### src/design/assert_macros.svh
// Assertion macros for the interpolator modules; kli_ctrl includes them.
`ifndef ASSERT_MACROS_SVH
`define ASSERT_MACROS_SVH

// Plain property, checked at every rising edge outside reset.
`define KLI_ASSERT(label, clk, rst_n, prop, msg) \
    label: assert property (@(posedge clk) disable iff (!rst_n) (prop)) else $error(msg);

// Overlapping implication, checked outside reset.
`define KLI_ASSERT_IMP(label, clk, rst_n, ante, cons, msg) \
    label: assert property (@(posedge clk) disable iff (!rst_n) (ante) |-> (cons)) \
        else $error(msg);

// Next-cycle implication, checked outside reset.
`define KLI_ASSERT_NEXT(label, clk, rst_n, ante, cons, msg) \
    label: assert property (@(posedge clk) disable iff (!rst_n) (ante) |=> (cons)) \
        else $error(msg);

`endif

### src/design/kli_pkg.sv
// Shared types and constants for the keyframe interpolator.
package kli_pkg;

    localparam int MAX_KEYS_DEF = 64;
    localparam int SLOT_W       = 6;
    localparam int TIME_W       = 32;
    localparam int VAL_W        = 32;
    localparam int CNT_W        = 7;
    localparam int FRAC_W       = 16;
    localparam int FACTOR_W     = FRAC_W + 1;
    localparam int AXES         = 3;
    localparam int AXIS_W       = 2;
    localparam int DIV_STEPS    = FRAC_W;
    localparam int PADDR_W      = 2;

    localparam logic       KIND_WRITE = 1'b0;
    localparam logic       KIND_EVAL  = 1'b1;

    localparam logic [PADDR_W-1:0] REG_KEY_COUNT = 2'd0;
    localparam logic [CNT_W-1:0]   KEY_COUNT_RST = 7'd1;

    typedef struct packed {
        logic                     kind;
        logic [SLOT_W-1:0]        key_slot;
        logic [TIME_W-1:0]        sample_time;
        logic signed [VAL_W-1:0]  value_x;
        logic signed [VAL_W-1:0]  value_y;
        logic signed [VAL_W-1:0]  value_z;
    } kli_in_t;

    typedef struct packed {
        logic signed [VAL_W-1:0]  out_x;
        logic signed [VAL_W-1:0]  out_y;
        logic signed [VAL_W-1:0]  out_z;
        logic [SLOT_W-1:0]        segment;
        logic                     out_of_range;
    } kli_out_t;

    // controller -> datapath
    typedef struct packed {
        logic              idle;
        logic              load;
        logic              scan;
        logic              fetch_lo;
        logic              fetch_hi;
        logic              cap_hi;
        logic              classify;
        logic              div_step;
        logic              mul;
        logic              acc;
        logic              publish;
        logic [AXIS_W-1:0] axis;
    } kli_cmd_t;

    // datapath -> controller
    typedef struct packed {
        logic eval_req;
        logic single;
        logic scan_hit;
        logic scan_end;
        logic need_div;
        logic out_free;
    } kli_status_t;

endpackage

### src/design/kli_ctrl.sv
// Sequencer for key search, key fetch, division and per-axis blend.
`include "assert_macros.svh"

module kli_ctrl (
    input  logic                 clk,
    input  logic                 rst_n,
    input  kli_pkg::kli_status_t status,
    output kli_pkg::kli_cmd_t    cmd
);

    localparam int DCNT_W = $clog2(kli_pkg::DIV_STEPS);
    localparam logic [DCNT_W-1:0] DIV_LAST = DCNT_W'(kli_pkg::DIV_STEPS - 1);
    localparam logic [kli_pkg::AXIS_W-1:0] AXIS_LAST = kli_pkg::AXIS_W'(kli_pkg::AXES - 1);

    typedef enum logic [9:0] {
        S_IDLE     = 10'b00_0000_0001,
        S_SCAN     = 10'b00_0000_0010,
        S_FETCH_LO = 10'b00_0000_0100,
        S_FETCH_HI = 10'b00_0000_1000,
        S_CAP_HI   = 10'b00_0001_0000,
        S_CLASS    = 10'b00_0010_0000,
        S_DIV      = 10'b00_0100_0000,
        S_MUL      = 10'b00_1000_0000,
        S_ACC      = 10'b01_0000_0000,
        S_DONE     = 10'b10_0000_0000
    } state_t;

    state_t                      state_reg, state_next;
    logic [DCNT_W-1:0]           div_cnt_reg, div_cnt_next;
    logic [kli_pkg::AXIS_W-1:0]  axis_reg, axis_next;

    always_comb
    begin
        state_next   = state_reg;
        div_cnt_next = div_cnt_reg;
        axis_next    = axis_reg;
        cmd          = '0;
        cmd.axis     = axis_reg;
        unique case (state_reg)
            S_IDLE:
            begin
                cmd.idle = 1'b1;
                if (status.eval_req)
                begin
                    cmd.load   = 1'b1;
                    state_next = S_SCAN;
                end
            end
            S_SCAN:
            begin
                cmd.scan = 1'b1;
                // hit wins over end when the last key matches
                if (status.single || status.scan_hit || status.scan_end)
                begin
                    state_next = S_FETCH_LO;
                end
            end
            S_FETCH_LO:
            begin
                cmd.fetch_lo = 1'b1;
                state_next   = S_FETCH_HI;
            end
            S_FETCH_HI:
            begin
                cmd.fetch_hi = 1'b1;
                state_next   = S_CAP_HI;
            end
            S_CAP_HI:
            begin
                cmd.cap_hi = 1'b1;
                state_next = S_CLASS;
            end
            S_CLASS:
            begin
                cmd.classify = 1'b1;
                div_cnt_next = '0;
                axis_next    = '0;
                state_next   = status.need_div ? S_DIV : S_MUL;
            end
            S_DIV:
            begin
                cmd.div_step = 1'b1;
                div_cnt_next = div_cnt_reg + DCNT_W'(1);
                if (div_cnt_reg == DIV_LAST)
                begin
                    state_next = S_MUL;
                end
            end
            S_MUL:
            begin
                cmd.mul    = 1'b1;
                state_next = S_ACC;
            end
            S_ACC:
            begin
                cmd.acc = 1'b1;
                if (axis_reg == AXIS_LAST)
                begin
                    state_next = S_DONE;
                end
                else
                begin
                    axis_next  = axis_reg + kli_pkg::AXIS_W'(1);
                    state_next = S_MUL;
                end
            end
            S_DONE:
            begin
                if (status.out_free)
                begin
                    cmd.publish = 1'b1;
                    state_next  = S_IDLE;
                end
            end
            default:
            begin
                state_next = S_IDLE;
            end
        endcase
    end

    always_ff @(posedge clk or negedge rst_n)
    begin
        if (!rst_n)
        begin
            state_reg   <= S_IDLE;
            div_cnt_reg <= '0;
            axis_reg    <= '0;
        end
        else
        begin
            state_reg   <= state_next;
            div_cnt_reg <= div_cnt_next;
            axis_reg    <= axis_next;
        end
    end

    `KLI_ASSERT_NEXT(a_div_runs_full, clk, rst_n, (state_reg == S_DIV) && (div_cnt_reg != DIV_LAST), state_reg == S_DIV, "division left early")
    `KLI_ASSERT_NEXT(a_result_held, clk, rst_n, (state_reg == S_DONE) && !status.out_free, state_reg == S_DONE, "finished result dropped while output busy")
    `KLI_ASSERT_IMP(a_axis_bound, clk, rst_n, (state_reg == S_MUL) || (state_reg == S_ACC), axis_reg <= AXIS_LAST, "axis counter out of range")

endmodule

### config.mk
export PLATFORM = sky130hd
export DESIGN_NAME = kli_ctrl
export DESIGN_NICKNAME = d
export VERILOG_FILES = /design/src/design/kli_pkg.sv /design/src/design/kli_ctrl.sv
export VERILOG_INCLUDE_DIRS = /design/src /design/src/design
export SDC_FILE = /design/constraint.sdc
export NUM_CORES = 1
export LEC_CHECK = 0
export ABC_CLOCK_PERIOD_IN_PS = 2000
export BUFFER_PORTS_ARGS = -buffer_cell sky130_fd_sc_hd__buf_2
export CAP_MARGIN = 20
export CORE_MARGIN = 2
export CORE_UTILIZATION = 48
export DETAILED_ROUTE_END_ITERATION = 8
export GPL_TIMING_DRIVEN = 1
export HOLD_SLACK_MARGIN = 0.05
export MAX_ROUTING_LAYER = met4
export PLACE_DENSITY = 0.84
export SETUP_SLACK_MARGIN = 0.15
export SYNTH_ARGS = -nofsm -noshare
export SYNTH_HDL_FRONTEND = slang
export SYNTH_SLANG_ARGS = --single-unit
### constraint.sdc
create_clock -name clk -period 2 [get_ports clk]
set_input_delay 0.5 -clock clk [delete_from_list [all_inputs] [get_ports clk]]
set_output_delay 0.5 -clock clk [all_outputs]
set_load 0.005 [all_outputs]
Word level (Yosys, flattened, before mapping)
Cells that the tools add are included.

Register bits: 16. Input port bits: 8. Output and inout bits: 13. Logic and storage cells: 50.

Add/subtract/negate cells: 2. Eq/ne operators: 17. Multiplexer cells: 22. Reduce and logical (&&, ||, !) cells: 6.

Operator list (number): $pmux 10 s10 (1); $mux 10 (5); $mux 1 (11); $eq 10x1->1 const B (1); $eq 10x10->1 const B (1); $eq 10x2->1 const B (1); $eq 10x3->1 const B (1); $eq 10x4->1 const B (1); $eq 10x5->1 const B (1); $eq 10x6->1 const B (1); $eq 10x7->1 const B (1); $eq 10x8->1 const B (1); $eq 10x9->1 const B (1); $ne 2x2->1 const B (5); $mux 8 (1); $pmux 4 s2 (1); $add 4x1->4 const B (1); $eq 4x4->1 const B (1); $mux 2 (2); $pmux 2 s2 (1); $reduce_and 4->1 (1); $reduce_bool 2->1 (2); $add 2x1->2 const B (1); $eq 2x2->1 const B (1); other kinds (2) (3).

Depth between registers and ports, before layout
Word-level depth: 4. Gate-level depth with buffers: 8. Gate-level depth less buffers: 6.

Worst setup path before layout
Ideal clock, no wire load.

Path kind: register -> output. Start: register state_reg[5]. End: output port cmd[10] (netlist bit). Arrival: 1477 ps. Setup slack: 23 ps. Cell stages (with the launch flop): 6. Cell sequence: dfrtp_1 buf_6 or4_4 nor3_1 nand3_1 inv_1.

RTL lines: start: declaration (RTL line kli_ctrl.sv:28) `state_t state_reg, state_next;`; start signal: assignment (RTL line kli_ctrl.sv:132) `state_reg <= state_next;`; end: declaration (RTL line kli_ctrl.sv:8) `output kli_pkg::kli_cmd_t cmd`.

==> load_flow_metrics.sql <==
INSERT INTO impl_metrics (metric_group, metric, value, unit) VALUES
('clock_network', 'worstSkewPairLatency', '0.30', 'ns'),
('sta', 'timing.final.crit_share', '1.13', ''),
('grt', 'grt_antenna_before_repair', '0', ''),
('yosys', 'async_reset_ff_frac', '1.00', ''),
('sta', 'clock_skew', '0.00825', 'ns'),
('layout', 'synth_to_final_area_change', '64.6', '%'),
('yosys', 'synth_enable_flop_cells', '0', ''),
('yosys', 'synth_cells', '113', ''),
('placed_design', 'post_dp_cell_area', '0.00127', 'mm^2'),
('sta', 'rsz0062_at_grt', 'true', ''),
('yosys', 'predominant_post_synthesis_flop_cell', 'sky130_fd_sc_hd__dfrtp_1', ''),
('yosys', 'synth_nets', '123', ''),
('layout', 'layout.filler_cells', '99', ''),
('layout', 'final_cell_mix', 'sky130_fd_sc_hd__buf_4, sky130_fd_sc_hd__buf_2, sky130_fd_sc_hd__buf_6', ''),
('critical_path', 'worst_path_max_delay_cell', 'sky130_fd_sc_hd__or4_4', ''),
('drt', 'detail_route.wl_per_cell', '19.6', 'um'),
('clock_network', 'clockBufferDepth', '2', ''),
('critical_path', 'worst_ep_arrival_time', '1.76', 'ns'),
('drt', 'postRouteWirelength', '3.85', 'mm'),
('placed_design', 'hpwlAfterDp', '1.99', 'mm'),
('drt', 'drt_iter0_markers', '74', ''),
('yosys', 'yosys_register_bits', '16', ''),
('drt', 'route.vias.total', '1248', ''),
('critical_path', 'crit_path_cell_trace', 'or4_4 > nor3_4 > nand3_2 > inv_1 > buf_2', ''),
('sta', 'final_max_slew_viol_count', '0', ''),
('pwr', 'power.density_cell_area', '1170', 'mW/mm^2'),
('run_status', 'violations_in_the_final_reports', 'setup timing', ''),
('sta', 'fin_worst_hold_slack', '0.104', 'ns'),
('clock_network', 'cts.reportedPaths.clkPinSlew', '0.11', 'ns'),
('clock_network', 'cts.htree.levels', '1', ''),
('critical_path', 'required', '1.50', 'ns'),
('floorplan', 'dieHeight', '50.5', 'um'),
('drt', 'vias_per_cell', '6.37', ''),
('drt', 'final_antenna_net_count', '0', ''),
('sta', 'max_slew_headroom', '0.688', ''),
('floorplan', 'core_ar', '0.00200', 'mm^2'),
('yosys', 'ys_types', '41', ''),
('grt', 'gr-usage-all-layers', '0.256', ''),
('placed_design', 'gp_congestion', '1.02', ''),
('job', 'drv.max_cap_violation_count', '0', ''),
('clock_network', 'tritoncts.num_buffers', '3', ''),
('yosys', 'avgSynthCellArea', '9.17', 'um^2'),
('min_path', 'timing.hold.worst.class', 'primary input to asynchronous set/reset pin', ''),
('pwr', 'p_leak', '0.826', 'nW'),
('run_status', 'result_of_the_run', 'finished, violations left', ''),
('critical_path', 'worstSetupPathType', 'flop to primary output', ''),
('layout', 'final_core_utilization', '0.852', ''),
('sta', 'fin_setup_tns', '-2.25', 'ns'),
('layout', 'final_common_cell', 'sky130_fd_sc_hd__buf_4', ''),
('critical_path', 'cp_slowest_stage_delay', '0.60', 'ns'),
('grt', 'maximum_number_of_pins_on_one_net_before_global_route_repair', '17', ''),
('clock_network', 'clk_root_buffer_cell', 'sky130_fd_sc_hd__clkbuf_4', ''),
('sta', 'layout_setup_ws', '-0.257', 'ns'),
('yosys', 'netlist_area', '0.00104', 'mm^2'),
('yosys', 'proportion_of_netlist_area_held_by_the_largest_area_contributor', '0.362', ''),
('sta', 'setup-violations-final', '11', ''),
('clock_network', 'cts_tree', 'yes', ''),
('floorplan', 'start_util', '0.518', ''),
('critical_path', 'timing.critical_path.fanout_max', '4', ''),
('yosys', 'yosysTopAreaCell', 'sky130_fd_sc_hd__dfrtp_1', ''),
('layout', 'ff_latch_area', '405', 'um^2'),
('yosys', 'number_of_warnings_printed_during_yosys_synthesis', '0', ''),
('sta', 'worst_slew_pin_slew', '0.461', 'ns'),
('critical_path', 'end_kind', 'primary output', ''),
('layout', 'multi_input_area', '748', 'um^2'),
('drt', 'post_detailed_route_drc_marker_count', '0', ''),
('floorplan', 'ioPinCount', '21', ''),
('sta', 'timing.final.hold_violations', '0', ''),
('floorplan', 'floorplan.die_area', '0.00255', 'mm^2'),
('sta', 'clock_period_minus_worst_slack', '2.26', 'ns'),
('grt', 'grt_pass1_wl', '4.72', 'mm');
==> cell usage after synthesis, types with 3 or more instances <==
cell and number:
sky130_fd_sc_hd__inv_1 7, sky130_fd_sc_hd__nor4_1 7, sky130_fd_sc_hd__nand3_1 5, sky130_fd_sc_hd__nor3b_1 5, sky130_fd_sc_hd__o21ai_0 4, sky130_fd_sc_hd__nand2b_1 3
sky130_fd_sc_hd__nor3_1 4, sky130_fd_sc_hd__nand2_1 10, sky130_fd_sc_hd__nor2_1 6, sky130_fd_sc_hd__dfrtp_1 15, sky130_fd_sc_hd__a22o_1 3, sky130_fd_sc_hd__clkbuf_1 4
sky130_fd_sc_hd__a21oi_1 3
==> final timing paths <==
check / start / end / slack, ns / cells after the start
worst min register to register: div_cnt_reg[0] / div_cnt_reg[0] / 0.52 / 1
max in group asynchronous: rst_n / state_reg[0] / 1.58 / 1
min in group clk: status[2] / state_reg[1] / 0.39 / 2
worst max-delay path: state_reg[6] / cmd[10] / -0.26 / 5
worst max register to register: state_reg[0] / state_reg[2] / 0.07 / 9
worst min-delay path: rst_n / state_reg[1] / 0.10 / 1
==> area by class of cell <==
| type | count | share of cell area |
|---|---|---|
| clock buffer | 4 | 0.0213 |
| inverter | 8 | 0.0176 |
| multi-input combinational | 83 | 0.439 |
| sequential | 16 | 0.238 |
| tap | 27 | 0.0198 |
| timing repair buffer | 58 | 0.265 |
==> per-layer routing <==
| metal | vias up | routed length [um] | share of wire | track usage |
|---|---|---|---|---|
| li1 | 532 | - | - | - |
| met1 | 604 | 1490 | 0.39 | 0.296 |
| met2 | 87 | 1910 | 0.50 | 0.428 |
| met3 | 25 | 322 | 0.084 | 0.0655 |
| met4 | 0 | 129 | 0.033 | 0.0946 |
| met5 | - | 0 | 0 | - |
==> per-stage QoR <==
stage / cells / setup slack, ns
2_1_floorplan: 113 / 0.113
3_3_place_gp: 169 / 0.0553
3_5_place_dp: 169 / 0.0484
4_1_cts: 183 / -0.205
5_1_grt: 196 / -0.320
6_report: 196 / -0.257
==> repair_timing <==
action                                 CTS  global route
resized for setup                       15            32
hold buffers                             0             0
setup buffers                           10            13
pin swaps                                8            16
endpoints found under the hold margin    0             0
setup endpoints to repair               15            17
==> critical path: cells and delay by family (launching register included) <==
family	cells	cell delay, ns
flops	1	0.42
buf+inv	2	0.15
simple gates	3	0.88
==> power breakdown <==
group | switching [W] | internal [W]
registers | 0.0000490 | 0.000369
logic | 0.000663 | 0.000694
clock network | 0.000115 | 0.000111
total | 0.000827 | 0.00117
==> kinds of logic (layout without fill, tap and decap cells) <==
group           Yosys count  after routing  share of synthesized area
compound gates           20             20                      0.147
xor+xnor                  3              3                     0.0254
fa+ha+maj                 2              2                     0.0242
buf+inv                  14             70                     0.0592
flops                    16             16                      0.388
mux                       2              2                     0.0193
simple gates             56             56                      0.337
(Power assumes the default switching activity.)
